**config.mk**
```make
export PLATFORM = sky130hd
export DESIGN_NAME = markup_strip_utf8_preview_unit
export DESIGN_NICKNAME = d
export VERILOG_FILES = /design/src/msu_pkg.sv /design/src/markup_strip_utf8_preview_unit.sv /design/src/msu_parse.sv /design/src/msu_emit.sv
export SDC_FILE = /design/constraint.sdc
export NUM_CORES = 1
export LEC_CHECK = 0
export BUFFER_PORTS_ARGS = -buffer_cell sky130_fd_sc_hd__buf_2
export CAP_MARGIN = 10
export CORE_MARGIN = 4
export CORE_UTILIZATION = 28
export DETAILED_ROUTE_END_ITERATION = 8
export SLEW_MARGIN = 40
export SYNTH_ARGS = -nofsm -noshare
export SYNTH_HDL_FRONTEND = slang
export SYNTH_SLANG_ARGS = --single-unit
```
**constraint.sdc**
```tcl
create_clock -name clk_i -period 14.7 [get_ports clk_i]
set_input_delay 2.94 -clock clk_i [delete_from_list [all_inputs] [get_ports clk_i]]
set_output_delay 2.94 -clock clk_i [all_outputs]
set_load 0.02 [all_outputs]
```
**src/msu_pkg.sv**
```systemverilog
// Shared types, byte codes and the attachment marker table for the preview unit.
`default_nettype none

package msu_pkg;

  localparam int unsigned MARKER_LEN = 18;

  localparam logic [7:0] CHAR_LIMIT_RESET = 8'd35;

  localparam logic [7:0] CH_NUL    = 8'h00;
  localparam logic [7:0] CH_LF     = 8'h0A;
  localparam logic [7:0] CH_CR     = 8'h0D;
  localparam logic [7:0] CH_SPACE  = 8'h20;
  localparam logic [7:0] CH_LT     = 8'h3C;
  localparam logic [7:0] CH_GT     = 8'h3E;
  localparam logic [7:0] CH_LBRACK = 8'h5B;
  localparam logic [7:0] CH_RBRACK = 8'h5D;
  localparam logic [7:0] CH_LBRACE = 8'h7B;
  localparam logic [7:0] CH_RBRACE = 8'h7D;

  typedef enum logic [2:0] {
    MODE_COPY  = 3'd0,
    MODE_TAG   = 3'd1,
    MODE_MATCH = 3'd2,
    MODE_SKIP  = 3'd3,
    MODE_DONE  = 3'd4
  } mode_e;

  typedef struct packed {
    mode_e       mode;
    logic [4:0]  midx;   // marker bytes matched
    logic [2:0]  cont;   // continuation bytes left
    logic [7:0]  count;  // counted characters
  } parse_state_t;

  // What one request produces: replayed marker letters, then an optional tail byte.
  typedef struct packed {
    logic [4:0]  replay_n;
    logic        tail_valid;
    logic [7:0]  tail_byte;
    logic        done;
    logic [7:0]  count;
  } result_desc_t;

  // "\nbeginbinaryattach"
  function automatic logic [7:0] marker_byte(logic [4:0] idx);
    logic [7:0] r;
    unique case (idx)
      5'd0:    r = 8'h0A;
      5'd1:    r = 8'h62; // b
      5'd2:    r = 8'h65; // e
      5'd3:    r = 8'h67; // g
      5'd4:    r = 8'h69; // i
      5'd5:    r = 8'h6E; // n
      5'd6:    r = 8'h62; // b
      5'd7:    r = 8'h69; // i
      5'd8:    r = 8'h6E; // n
      5'd9:    r = 8'h61; // a
      5'd10:   r = 8'h72; // r
      5'd11:   r = 8'h79; // y
      5'd12:   r = 8'h61; // a
      5'd13:   r = 8'h74; // t
      5'd14:   r = 8'h74; // t
      5'd15:   r = 8'h61; // a
      5'd16:   r = 8'h63; // c
      5'd17:   r = 8'h68; // h
      default: r = CH_NUL;
    endcase
    return r;
  endfunction

endpackage

`default_nettype wire

```
**src/markup_strip_utf8_preview_unit.sv**
```systemverilog
// Top level of the markup-stripping UTF-8 text preview unit.
`default_nettype none

// Takes source text one byte per request and returns the bytes of a short plain-text
// preview: tags from '<' to '>' are dropped, as are CR, LF and the bytes { } [ ],
// a line that starts with the attachment marker is skipped to the next newline, and
// UTF-8 characters are copied whole. Multibyte characters and spaces are counted;
// the preview ends when the count reaches char_limit, at a zero byte or at tlast.
// Every input request yields at least one output request (byte_valid 0 if nothing
// was copied); tlast marks the last one. Rate: one byte per cycle when each byte
// yields one result and the output is not stalled, which is the usual case. A byte
// that breaks a partial marker match replays the held letters: one result per letter,
// plus one if the byte is copied, at most 17. Only the result serializer iterates,
// and the input stalls behind it. Bytes pass the input register, then the result
// register. tuser bit 0 of the input is first_byte, which restarts parsing.
// The char_limit register (reset 35) may be written only while the unit is idle.
module markup_strip_utf8_preview_unit
  import msu_pkg::*;
(
  input  logic        clk_i,
  input  logic        rst_ni,
  // configuration write: char_limit
  input  logic        cfg_valid_i,
  output logic        cfg_ready_o,
  input  logic [7:0]  cfg_data_i,
  // input stream
  input  logic        s_axis_tvalid,
  output logic        s_axis_tready,
  input  logic [7:0]  s_axis_tdata,   // [7:0] text_byte
  input  logic        s_axis_tuser,   // [0] first_byte
  input  logic        s_axis_tlast,   // last_byte
  // output stream
  output logic        m_axis_tvalid,
  input  logic        m_axis_tready,
  output logic [15:0] m_axis_tdata,   // [7:0] out_byte, [15:8] char_count
  output logic [1:0]  m_axis_tuser,   // [0] byte_valid, [1] preview_done
  output logic        m_axis_tlast    // run_last
);

  logic [7:0]   char_limit_q;

  // input register
  logic         in_valid_q;
  logic [7:0]   in_byte_q;
  logic         in_first_q;
  logic         in_last_q;

  // parse state, committed when a byte moves into the result register
  parse_state_t state_q;
  parse_state_t state_d;
  result_desc_t desc;

  logic         emit_can_load;
  logic         load;
  logic         in_accept;

  logic [7:0]   out_byte;
  logic         out_byte_valid;
  logic         out_done;
  logic [7:0]   out_count;

  assign cfg_ready_o = 1'b1;

  always_ff @(posedge clk_i or negedge rst_ni) begin
    if (!rst_ni) begin
      char_limit_q <= CHAR_LIMIT_RESET;
    end else if (cfg_valid_i) begin
      char_limit_q <= cfg_data_i;
    end
  end

  assign load          = in_valid_q && emit_can_load;
  assign s_axis_tready = !in_valid_q || load;
  assign in_accept     = s_axis_tvalid && s_axis_tready;

  always_ff @(posedge clk_i or negedge rst_ni) begin
    if (!rst_ni) begin
      in_valid_q <= 1'b0;
    end else if (in_accept) begin
      in_valid_q <= 1'b1;
    end else if (load) begin
      in_valid_q <= 1'b0;
    end
  end

  always_ff @(posedge clk_i) begin
    if (in_accept) begin
      in_byte_q  <= s_axis_tdata;
      in_first_q <= s_axis_tuser;
      in_last_q  <= s_axis_tlast;
    end
  end

  always_ff @(posedge clk_i or negedge rst_ni) begin
    if (!rst_ni) begin
      state_q.mode  <= MODE_COPY;
      state_q.midx  <= 5'd0;
      state_q.cont  <= 3'd0;
      state_q.count <= 8'd0;
    end else if (load) begin
      state_q <= state_d;
    end
  end

  msu_parse u_parse (
    .state_i (state_q),
    .limit_i (char_limit_q),
    .byte_i  (in_byte_q),
    .first_i (in_first_q),
    .last_i  (in_last_q),
    .state_o (state_d),
    .desc_o  (desc)
  );

  msu_emit u_emit (
    .clk_i        (clk_i),
    .rst_ni       (rst_ni),
    .load_i       (load),
    .desc_i       (desc),
    .can_load_o   (emit_can_load),
    .valid_o      (m_axis_tvalid),
    .ready_i      (m_axis_tready),
    .byte_o       (out_byte),
    .byte_valid_o (out_byte_valid),
    .last_o       (m_axis_tlast),
    .done_o       (out_done),
    .count_o      (out_count)
  );

  assign m_axis_tdata = {out_count, out_byte};
  assign m_axis_tuser = {out_done, out_byte_valid};

endmodule

`default_nettype wire

```
**src/msu_parse.sv**
```systemverilog
// Next-state and result-descriptor logic for one text byte.
`default_nettype none

module msu_parse
  import msu_pkg::*;
(
  input  parse_state_t state_i,
  input  logic [7:0]   limit_i,
  input  logic [7:0]   byte_i,
  input  logic         first_i,
  input  logic         last_i,
  output parse_state_t state_o,
  output result_desc_t desc_o
);

  typedef struct packed {
    parse_state_t st;
    logic         emit;
  } copy_t;

  typedef struct packed {
    parse_state_t st;
    logic [4:0]   n;
  } replay_t;

  function automatic logic [7:0] count_inc(logic [7:0] c);
    return (c != 8'hFF) ? c + 8'd1 : c;
  endfunction

  // continuation bytes following a lead byte (length capped at six)
  function automatic logic [2:0] utf8_cont(logic [7:0] b);
    logic [2:0] r;
    priority if (!b[5]) r = 3'd1;
    else if (!b[4])     r = 3'd2;
    else if (!b[3])     r = 3'd3;
    else if (!b[2])     r = 3'd4;
    else                r = 3'd5;
    return r;
  endfunction

  function automatic copy_t copy_byte(parse_state_t s, logic [7:0] b, logic [7:0] lim);
    copy_t r;
    logic  stop;
    r.st   = s;
    r.emit = 1'b0;
    stop   = 1'b0;
    if (s.cont != 3'd0) begin
      if (b == CH_NUL) begin
        r.st.cont = 3'd0;
        r.st.mode = MODE_DONE;
        stop      = 1'b1;
      end else begin
        r.emit    = 1'b1;
        r.st.cont = s.cont - 3'd1;
      end
    end else if (s.count >= lim || b == CH_NUL) begin
      r.st.mode = MODE_DONE;
      stop      = 1'b1;
    end else if (b == CH_LT) begin
      r.st.mode = MODE_TAG;
      stop      = 1'b1;
    end else if (b == CH_LF) begin
      r.st.mode = MODE_MATCH;
      r.st.midx = 5'd1;
      stop      = 1'b1;
    end else if (b == CH_CR || b == CH_LBRACE || b == CH_RBRACE ||
                 b == CH_LBRACK || b == CH_RBRACK) begin
      stop = 1'b1;
    end else begin
      r.emit = 1'b1;
      if (b[7:6] == 2'b11) begin
        r.st.count = count_inc(s.count);
        r.st.cont  = utf8_cont(b);
      end else if (b == CH_SPACE) begin
        r.st.count = count_inc(s.count);
      end
    end
    if (!stop && r.st.mode == MODE_COPY && r.st.cont == 3'd0 && r.st.count >= lim) begin
      r.st.mode = MODE_DONE;
    end
    return r;
  endfunction

  // Held marker letters are plain ASCII: all go out unless the limit is already hit.
  function automatic replay_t replay(parse_state_t s, logic [4:0] held, logic [7:0] lim);
    replay_t r;
    r.st = s;
    r.n  = 5'd0;
    if (held >= 5'd2) begin
      if (s.count >= lim) begin
        r.st.mode = MODE_DONE;
      end else if (held > 5'(MARKER_LEN)) begin
        r.n = 5'(MARKER_LEN - 1);
      end else begin
        r.n = held - 5'd1;
      end
    end
    return r;
  endfunction

  always_comb begin
    parse_state_t s;
    copy_t        c;
    replay_t      rp;
    logic [4:0]   held;
    logic [4:0]   rn;
    logic         tail;

    s    = state_i;
    c    = '0;
    rp   = '0;
    held = 5'd0;
    rn   = 5'd0;
    tail = 1'b0;
    if (first_i) begin
      s.mode  = MODE_COPY;
      s.midx  = 5'd0;
      s.cont  = 3'd0;
      s.count = 8'd0;
    end

    unique case (s.mode)
      MODE_COPY: begin
        c    = copy_byte(s, byte_i, limit_i);
        s    = c.st;
        tail = c.emit;
      end
      MODE_TAG: begin
        if (byte_i == CH_NUL)     s.mode = MODE_DONE;
        else if (byte_i == CH_GT) s.mode = MODE_COPY;
      end
      MODE_SKIP: begin
        if (byte_i == CH_NUL) begin
          s.mode = MODE_DONE;
        end else if (byte_i == CH_LF) begin
          s.mode = MODE_MATCH;
          s.midx = 5'd1;
        end
      end
      MODE_MATCH: begin
        if (s.midx != 5'd0 && s.midx < 5'(MARKER_LEN) && byte_i == marker_byte(s.midx)) begin
          s.midx = s.midx + 5'd1;
          if (s.midx >= 5'(MARKER_LEN)) begin
            s.midx = 5'd0;
            s.mode = MODE_SKIP;
          end
        end else begin
          held   = s.midx;
          s.midx = 5'd0;
          s.mode = MODE_COPY;
          rp     = replay(s, held, limit_i);
          s      = rp.st;
          rn     = rp.n;
          if (s.mode == MODE_COPY) begin
            c    = copy_byte(s, byte_i, limit_i);
            s    = c.st;
            tail = c.emit;
          end
        end
      end
      default: s.mode = MODE_DONE;
    endcase

    if (last_i) begin
      if (s.mode == MODE_MATCH) begin
        held   = s.midx;
        s.midx = 5'd0;
        s.mode = MODE_COPY;
        rp     = replay(s, held, limit_i);
        s      = rp.st;
        if (rp.n != 5'd0) rn = rp.n;
      end
      s.mode = MODE_DONE;
      s.midx = 5'd0;
      s.cont = 3'd0;
    end

    state_o           = s;
    desc_o.replay_n   = rn;
    desc_o.tail_valid = tail;
    desc_o.tail_byte  = byte_i;
    desc_o.done       = (s.mode == MODE_DONE);
    desc_o.count      = s.count;
  end

endmodule

`default_nettype wire

```
**src/msu_emit.sv**
```systemverilog
// Result register and serializer: one result per cycle while the receiver is ready.
`default_nettype none

module msu_emit
  import msu_pkg::*;
(
  input  logic         clk_i,
  input  logic         rst_ni,
  input  logic         load_i,
  input  result_desc_t desc_i,
  output logic         can_load_o,
  output logic         valid_o,
  input  logic         ready_i,
  output logic [7:0]   byte_o,
  output logic         byte_valid_o,
  output logic         last_o,
  output logic         done_o,
  output logic [7:0]   count_o
);

  result_desc_t desc_q;
  logic         valid_q;
  logic [4:0]   ptr_q;
  logic [4:0]   total;
  logic [4:0]   last_ptr;
  logic         pop;
  logic         pop_last;

  assign total    = desc_q.replay_n + 5'(desc_q.tail_valid);
  assign last_ptr = (total == 5'd0) ? 5'd0 : total - 5'd1;
  assign last_o   = (ptr_q == last_ptr);
  assign pop      = valid_q && ready_i;
  assign pop_last = pop && last_o;

  assign can_load_o = !valid_q || pop_last;
  assign valid_o    = valid_q;
  assign done_o     = desc_q.done;
  assign count_o    = desc_q.count;

  always_comb begin
    if (ptr_q < desc_q.replay_n) begin
      byte_o       = marker_byte(ptr_q + 5'd1);
      byte_valid_o = 1'b1;
    end else if (desc_q.tail_valid) begin
      byte_o       = desc_q.tail_byte;
      byte_valid_o = 1'b1;
    end else begin
      byte_o       = CH_NUL;
      byte_valid_o = 1'b0;
    end
  end

  always_ff @(posedge clk_i or negedge rst_ni) begin
    if (!rst_ni) begin
      valid_q <= 1'b0;
      ptr_q   <= 5'd0;
    end else if (load_i) begin
      valid_q <= 1'b1;
      ptr_q   <= 5'd0;
    end else if (pop_last) begin
      valid_q <= 1'b0;
    end else if (pop) begin
      ptr_q <= ptr_q + 5'd1;
    end
  end

  always_ff @(posedge clk_i) begin
    if (load_i) begin
      desc_q <= desc_i;
    end
  end

endmodule

`default_nettype wire

```
==> impl_metrics.env, run 1 <==
export IMPL_die_width_microns=150
export IMPL_io_pins=45
export IMPL_slew_headroom=0.532
export IMPL_ir_worst_vdd_uv=49.0
export IMPL_ys_ff_latch=67
export IMPL_crit_buf_inv=2
export IMPL_routed_via_count=4678
export IMPL_finalHoldViolations=0
export IMPL_clock_skew_ns=0.00832
export IMPL_hp_class="flop to flop"
export IMPL_rsz0062_at_grt="false"
export IMPL_slowest_delay_ns=0.18
export IMPL_drt_wl_total_microns=14100
export IMPL_first_pass_iters=5
export IMPL_cts_tree="yes"
export IMPL_cp_num_cells=5
export IMPL_die_area_sq_um=22600
export IMPL_rr_worst_depth=22
export IMPL_crit_path_max_fanout=3
export IMPL_drc=0
export IMPL_maxSlewViolCount=0
export IMPL_yosysWarnings=0
export IMPL_slowest_stage="buf_2"
export IMPL_antenna_found_initial=0
export IMPL_drt_wirelength_per_cell_microns=15.3
export IMPL_dpl_hpwl_microns=10500
export IMPL_ant_nets=0
export IMPL_syn_avg_cell_area_sq_um=8.87
export IMPL_cts_clk_slew_worst_paths_ns=0.05
export IMPL_synthCells=638
export IMPL_cp_top_family="buffers and inverters"
export IMPL_grt_use_total=0.129
export IMPL_nets=720
export IMPL_ys_async_sr_fraction=0.507
export IMPL_start_util=0.288
export IMPL_clockRootBuffer="clkbuf_16"
export IMPL_cts_setup_buffers=0
export IMPL_fmax_ghz=0.153
export IMPL_fin_crit_sh=0.445
export IMPL_mostFrequentLayoutCells="nand2_1 (59), nor2_1 (46), ha_1 (45)"
export IMPL_drt_iter0_markers=238
export IMPL_hold_ws_ns=0.504
export IMPL_drive_gt1_frac=0.166
export IMPL_htreeDepth=3
export IMPL_dp_cells=906
export IMPL_synthFlopType="edfxtp_1"
export IMPL_leakage_uw=0.00264
export IMPL_cap_violations=0
export IMPL_path_cells="buf_2, nand2b_1, o221ai_1, nand2_1, buf_2"
export IMPL_path_common_cell="buf_2"
export IMPL_clock_path_buffers=2
export IMPL_cts_buffers=9
export IMPL_outcome="finished clean"
export IMPL_syn_to_final_growth_pct=11.8
export IMPL_finalSetupTns_ns=0
export IMPL_antenna_cells=0
export IMPL_min_path_cells=2
export IMPL_syn_cell_area_sq_um=5660
export IMPL_viasPerCell=5.07
export IMPL_post_route_min_period_ns=6.54
export IMPL_tightest_slew_ns=0.693
export IMPL_grt_pass1_vias=4496
export IMPL_core_area_sq_um=19700
export IMPL_grt_pass1_wl_microns=23400
export IMPL_crit_path_start_kind="input pin"
export IMPL_grt_max_degree=35
export IMPL_rows=51
export IMPL_cp_end_kind="output pin"
export IMPL_portBuffers=43
export IMPL_cts_resized=0
export IMPL_clk_latency_ns=0.34
export IMPL_cp_arrival_ns=3.60
export IMPL_cts_hold_buf=0
export IMPL_power_density_nw_per_um2=115
export IMPL_finalNonFillerCells=922
export IMPL_ys_seq_area_frac=0.326
export IMPL_worst_setup_path_type="input pin to output pin"
export IMPL_mostFrequentLayoutCell="nand2_1"
export IMPL_r2r_slack_ns=9.01
export IMPL_yosys_cell_types_count=84
export IMPL_fillers=2114
export IMPL_synth_enable_flop_cells=33
export IMPL_cts_sinks=67
export IMPL_finalWeightedCongestion=0.887
export IMPL_overflow=0
export IMPL_setup_viol=0
export IMPL_worstPathRequired_ns=11.76
export IMPL_synth_fp_nets=706
export IMPL_die_y_microns=150
layer usage:
| metal | routed length, microns | vias to the layer above | track usage |
|---|---|---|---|
| li1 | - | 2356 | - |
| met1 | 6560 | 2191 | 0.173 |
| met2 | 6440 | 112 | 0.205 |
| met3 | 834 | 19 | 0.0340 |
| met4 | 235 | 0 | 0.0407 |
| met5 | 0 | - | 0 |
final cells by class:
class	instances	area [sq um]	share of cell area
Tap cell	265	332	0.0524
Clock buffer	12	267	0.0421
Timing Repair Buffer	46	240	0.0380
Sequential cell	67	1850	0.292
Multi-Input combinational cell	492	3460	0.547
Inverter	36	135	0.0214
Clock inverter	4	47.5	0.00751
through the flow:
stage / util / instance area (sq um) / power, uW / setup WS (ns)
finish: 0.322 / 6330 / 730 / 8.16
global route: 0.322 / 6330 / 780 / 8.12
CTS: 0.322 / 6320 / 737 / 8.16
detailed placement: 0.306 / 6010 / 507 / 8.17
global placement: 0.305 / 6000 / 504 / 8.20
floorplan: - / 5660 / 439 / 8.39
cells in the mapped netlist (all sizes together) (3+ instances only):
| cell type | count | area (sq um) |
|---|---|---|
| a211oi | 11 | 92.6 |
| a21boi | 3 | 22.5 |
| a21o | 9 | 67.6 |
| a21oi | 31 | 170 |
| a22o | 4 | 35.0 |
| a31o | 7 | 70.1 |
| a31oi | 8 | 50.1 |
| and2 | 15 | 93.8 |
| and3 | 8 | 50.1 |
| buf | 21 | 149 |
| clkbuf | 22 | 82.6 |
| dfrtp | 31 | 776 |
| dfstp | 3 | 78.8 |
| edfxtp | 33 | 991 |
| ha | 45 | 563 |
| inv | 36 | 135 |
| mux2 | 17 | 210 |
| mux2i | 5 | 50.1 |
| nand2 | 59 | 221 |
| nand2b | 16 | 108 |
| nand3 | 15 | 75.1 |
| nand4 | 9 | 56.3 |
| nor2 | 46 | 173 |
| nor2b | 18 | 113 |
| nor3 | 19 | 95.1 |
| nor4 | 9 | 77.6 |
| nor4b | 3 | 26.3 |
| o211ai | 8 | 60.1 |
| o21ai | 37 | 185 |
| o221ai | 4 | 35.0 |
| o31ai | 9 | 72.6 |
| or2 | 4 | 25.0 |
| or3 | 6 | 37.5 |
| xnor2 | 11 | 96.3 |
| xor2 | 11 | 96.3 |
state kept, by name, indices dropped and copies added, names as in the netlist:
name,cells
state_q,19
u_emit.desc_q,14
char_limit_q,8
in_byte_q,8
u_emit.count_o,8
u_emit.ptr_q,5
in_first_q,1
in_last_q,1
in_valid_q,1
u_emit.done_o,1
u_emit.valid_o,1
worst min-delay path, cell delays in order, from the launching register on:
cell     delay, ns
dfrtp_1       0.33
o21ai_0       0.07
o31ai_1       0.06
kinds of logic after synthesis:
kind of cell	count (synthesis)	share of synthesized area
other	1	0.000662
buffers and inverters	79	0.0648
AND/OR/NAND/NOR	237	0.222
multiplexers	23	0.0500
adder cells (fa/ha/maj)	45	0.0995
flip-flops	67	0.326
AO/OA/AOI/OAI	164	0.203
XOR/XNOR	22	0.0340
final timing paths:
check | start | endpoint
worst max register to register | in_first_q | u_emit.desc_q[21]
worst min-delay path | state_q[9] | state_q[9]
worst max-delay path | m_axis_tready | s_axis_tready
max in group asynchronous | rst_ni | char_limit_q[0]
worst min register to register | state_q[9] | state_q[9]
min in group asynchronous | rst_ni | char_limit_q[2]
where the power goes:
part	internal (uW)	total (uW)	switching [uW]
sequential	217	247	29.6
clock	144	226	81.3
combinational	98.3	258	160
(Power assumes the default switching activity.)
==> inputs of run 2 (changes only) <==
--- a/config.mk
+++ b/config.mk
@@ -5,6 +5,7 @@
 export SDC_FILE = /design/constraint.sdc
 export NUM_CORES = 1
 export LEC_CHECK = 0
+export ABC_AREA = 1
 export BUFFER_PORTS_ARGS = -buffer_cell sky130_fd_sc_hd__buf_2
 export CAP_MARGIN = 10
 export CORE_MARGIN = 4
==> constraint.sdc (replaced) <==
create_clock -name clk_i -period 5.9 [get_ports clk_i]
set_input_delay 1.18 -clock clk_i [delete_from_list [all_inputs] [get_ports clk_i]]
set_output_delay 1.18 -clock clk_i [all_outputs]
set_load 0.02 [all_outputs]
==> run 2 against run 1 <==
Effect of this change:
- clock power rose by 130%
- critical endpoint is now u_emit.desc_q[19]
- largest cell class unchanged
- largest power group unchanged
- clock skew fell by 0.0017 ns
- worst setup slack got worse by 6.9 ns
- worst hold slack got worse by 0.019 ns
- core utilization rose by 0.099 points
- wire length rose by 12%
- final area rose by 3.9%
- synthesized cell count rose by 28%
- area after synthesis rose by 3.2%
==> impl_metrics.env, run 2 <==
export IMPL_die_width_microns=152
export IMPL_synth_top_cell_by_area="edfxtp_1"
export IMPL_synth_enable_flop_cells=33
export IMPL_yosys_cell_types_count=51
export IMPL_overflow=0
export IMPL_cts_clk_slew_worst_paths_ns=0.06
export IMPL_grt_pass1_vias=5094
export IMPL_cts_tree="yes"
export IMPL_cts_buffers=9
export IMPL_worstPathRequired_ns=6.00
export IMPL_cts_hold_buf=0
export IMPL_antenna_cells=0
export IMPL_slowest_delay_ns=0.52
export IMPL_synth_fp_nets=883
export IMPL_hold_ws_ns=0.486
export IMPL_finalNonFillerCells=1127
export IMPL_io_pins=45
export IMPL_grt_use_total=0.135
export IMPL_dpl_hpwl_microns=12300
export IMPL_die_area_sq_um=23200
export IMPL_synth_top_area_frac=0.170
export IMPL_slowest_stage="edfxtp_1"
export IMPL_slew_headroom=0.457
export IMPL_mostFrequentLayoutCells="nand2_1 (168), inv_1 (135), nor2_1 (80)"
export IMPL_nets=920
export IMPL_ys_async_sr_fraction=0.507
export IMPL_htreeDepth=3
export IMPL_routed_via_count=5371
export IMPL_outcome="finished clean"
export IMPL_clockRootBuffer="clkbuf_16"
export IMPL_grt_max_degree=35
export IMPL_clock_skew_ns=0.00661
export IMPL_rows=52
export IMPL_largest_register_ffs=19
export IMPL_portBuffers=43
export IMPL_start_util=0.287
export IMPL_ys_seq_area_frac=0.316
export IMPL_fin_crit_sh=0.789
export IMPL_crit_path_start_kind="flop"
export IMPL_dp_cells=1111
export IMPL_clk_latency_ns=0.34
export IMPL_synth_area_top_cells="edfxtp_1 (17%), dfrtp_1 (13%), nand2_1 (11%), ha_1 (9.6%), inv_1 (8.7%)"
export IMPL_core_area_sq_um=20400
export IMPL_crit_path_max_fanout=9
export IMPL_path_common_cell="nand2_1"
export IMPL_leakage_uw=0.00323
export IMPL_post_route_min_period_ns=4.65
export IMPL_drt_iter0_markers=351
export IMPL_rr_worst_depth=31
export IMPL_mostFrequentLayoutCell="nand2_1"
export IMPL_yosys_cell_count_top_type="nand2_1"
export IMPL_syn_avg_cell_area_sq_um=7.16
export IMPL_syn_cell_area_sq_um=5840
export IMPL_drt_wirelength_per_cell_microns=13.9
export IMPL_cp_arrival_ns=4.75
export IMPL_finalHoldViolations=0
export IMPL_maxSlewViolCount=0
export IMPL_synthCells=815
export IMPL_drive_gt1_frac=0.139
export IMPL_tightest_slew_ns=0.803
export IMPL_regMostFlops="state_q"
export IMPL_die_y_microns=152
export IMPL_fmax_ghz=0.215
export IMPL_grt_pass1_wl_microns=25800
export IMPL_min_path_cells=2
export IMPL_hp_class="flop to flop"
export IMPL_ys_ff_latch=67
export IMPL_antenna_found_initial=0
export IMPL_cp_end_kind="flop"
export IMPL_syn_to_final_growth_pct=12.6
export IMPL_drt_wl_total_microns=15700
export IMPL_cts_resized=0
export IMPL_cts_setup_buffers=0
export IMPL_setup_viol=0
export IMPL_worst_setup_path_type="flop to flop"
export IMPL_clock_path_buffers=2
export IMPL_yosysWarnings=0
export IMPL_cap_violations=0
export IMPL_synth_commonest_cells="nand2_1 (168), inv_1 (135), nor2_1 (80), o21ai_0 (75), nand3_1 (56)"
export IMPL_finalWeightedCongestion=0.886
export IMPL_cts_sinks=67
export IMPL_synthFlopType="edfxtp_1"
export IMPL_top_regs="state_q: 19 flops, u_emit.desc_q: 14 flops"
export IMPL_power_density_nw_per_um2=446
export IMPL_finalSetupTns_ns=0
export IMPL_rsz0062_at_grt="false"
export IMPL_ir_worst_vdd_uv=156
export IMPL_viasPerCell=4.77
export IMPL_first_pass_iters=5
export IMPL_ant_nets=0
export IMPL_drc=0
run 2: path summary, 6_finish.rpt:
path                            startpoint           endpoint  slack [ns]
min in group asynchronous           rst_ni    char_limit_q[2]        0.81
max in group asynchronous           rst_ni         in_valid_q        4.73
worst min-delay path            state_q[0]         state_q[0]        0.49
worst max-delay path            in_first_q  u_emit.desc_q[19]        1.25
worst max register to register  in_first_q  u_emit.desc_q[19]        1.25
worst min register to register  state_q[0]         state_q[0]        0.49
run 2: power breakdown:
part / switching [uW] / internal (uW) / leakage (uW)
Clock: 200 / 323 / 0.000141
Combinational: 1140 / 548 / 0.00238
Sequential: 115 / 614 / 0.000712
Total: 1450 / 1480 / 0.00323
run 2: worst max-delay path: cells and delay by family, from the launching register on:
| kind | cells | cell delay, ns |
|---|---|---|
| fa+ha+maj | 2 | 0.56 |
| flops | 1 | 0.52 |
| simple gates | 19 | 2.15 |
| buf+inv | 3 | 0.25 |
| compound gates | 7 | 0.92 |
run 2: cells by family after synthesis:
family / Yosys count / synth area share
mux: 1 / 0.00193
flops: 67 / 0.316
simple gates: 377 / 0.305
fa+ha+maj: 45 / 0.0964
buf+inv: 163 / 0.114
xor+xnor: 15 / 0.0225
other cells: 1 / 0.000642
compound gates: 146 / 0.143
run 2: layout make-up:
cell class / count / area [sq um]
fillers: 2151 / 13800
multi-input cells: 585 / 3330
flip-flops and latches: 67 / 1850
inverters: 142 / 533
well taps: 270 / 338
repair buffers: 47 / 248
clock buffers: 10 / 229
clock inverters: 6 / 56.3
run 2: per-layer routing:
layer  vias to the layer above  wire length [microns]  track usage
li1                       2755                      -            -
met1                      2427                   7190        0.183
met2                       169                   7120        0.217
met3                        20                   1130       0.0284
met4                         0                    269       0.0429
met5                         -                      0            0
run 2: through the flow:
step	total power [uW]	worst slack, ns	cell area (sq um)	util
after floorplan	1980	1.79	5840	-
after global placement	2400	1.40	6290	0.309
after detailed placement	2400	1.30	6290	0.309
after CTS	2940	1.28	6580	0.323
after global routing	3200	0.715	6580	0.323
final	2940	1.25	6580	0.323
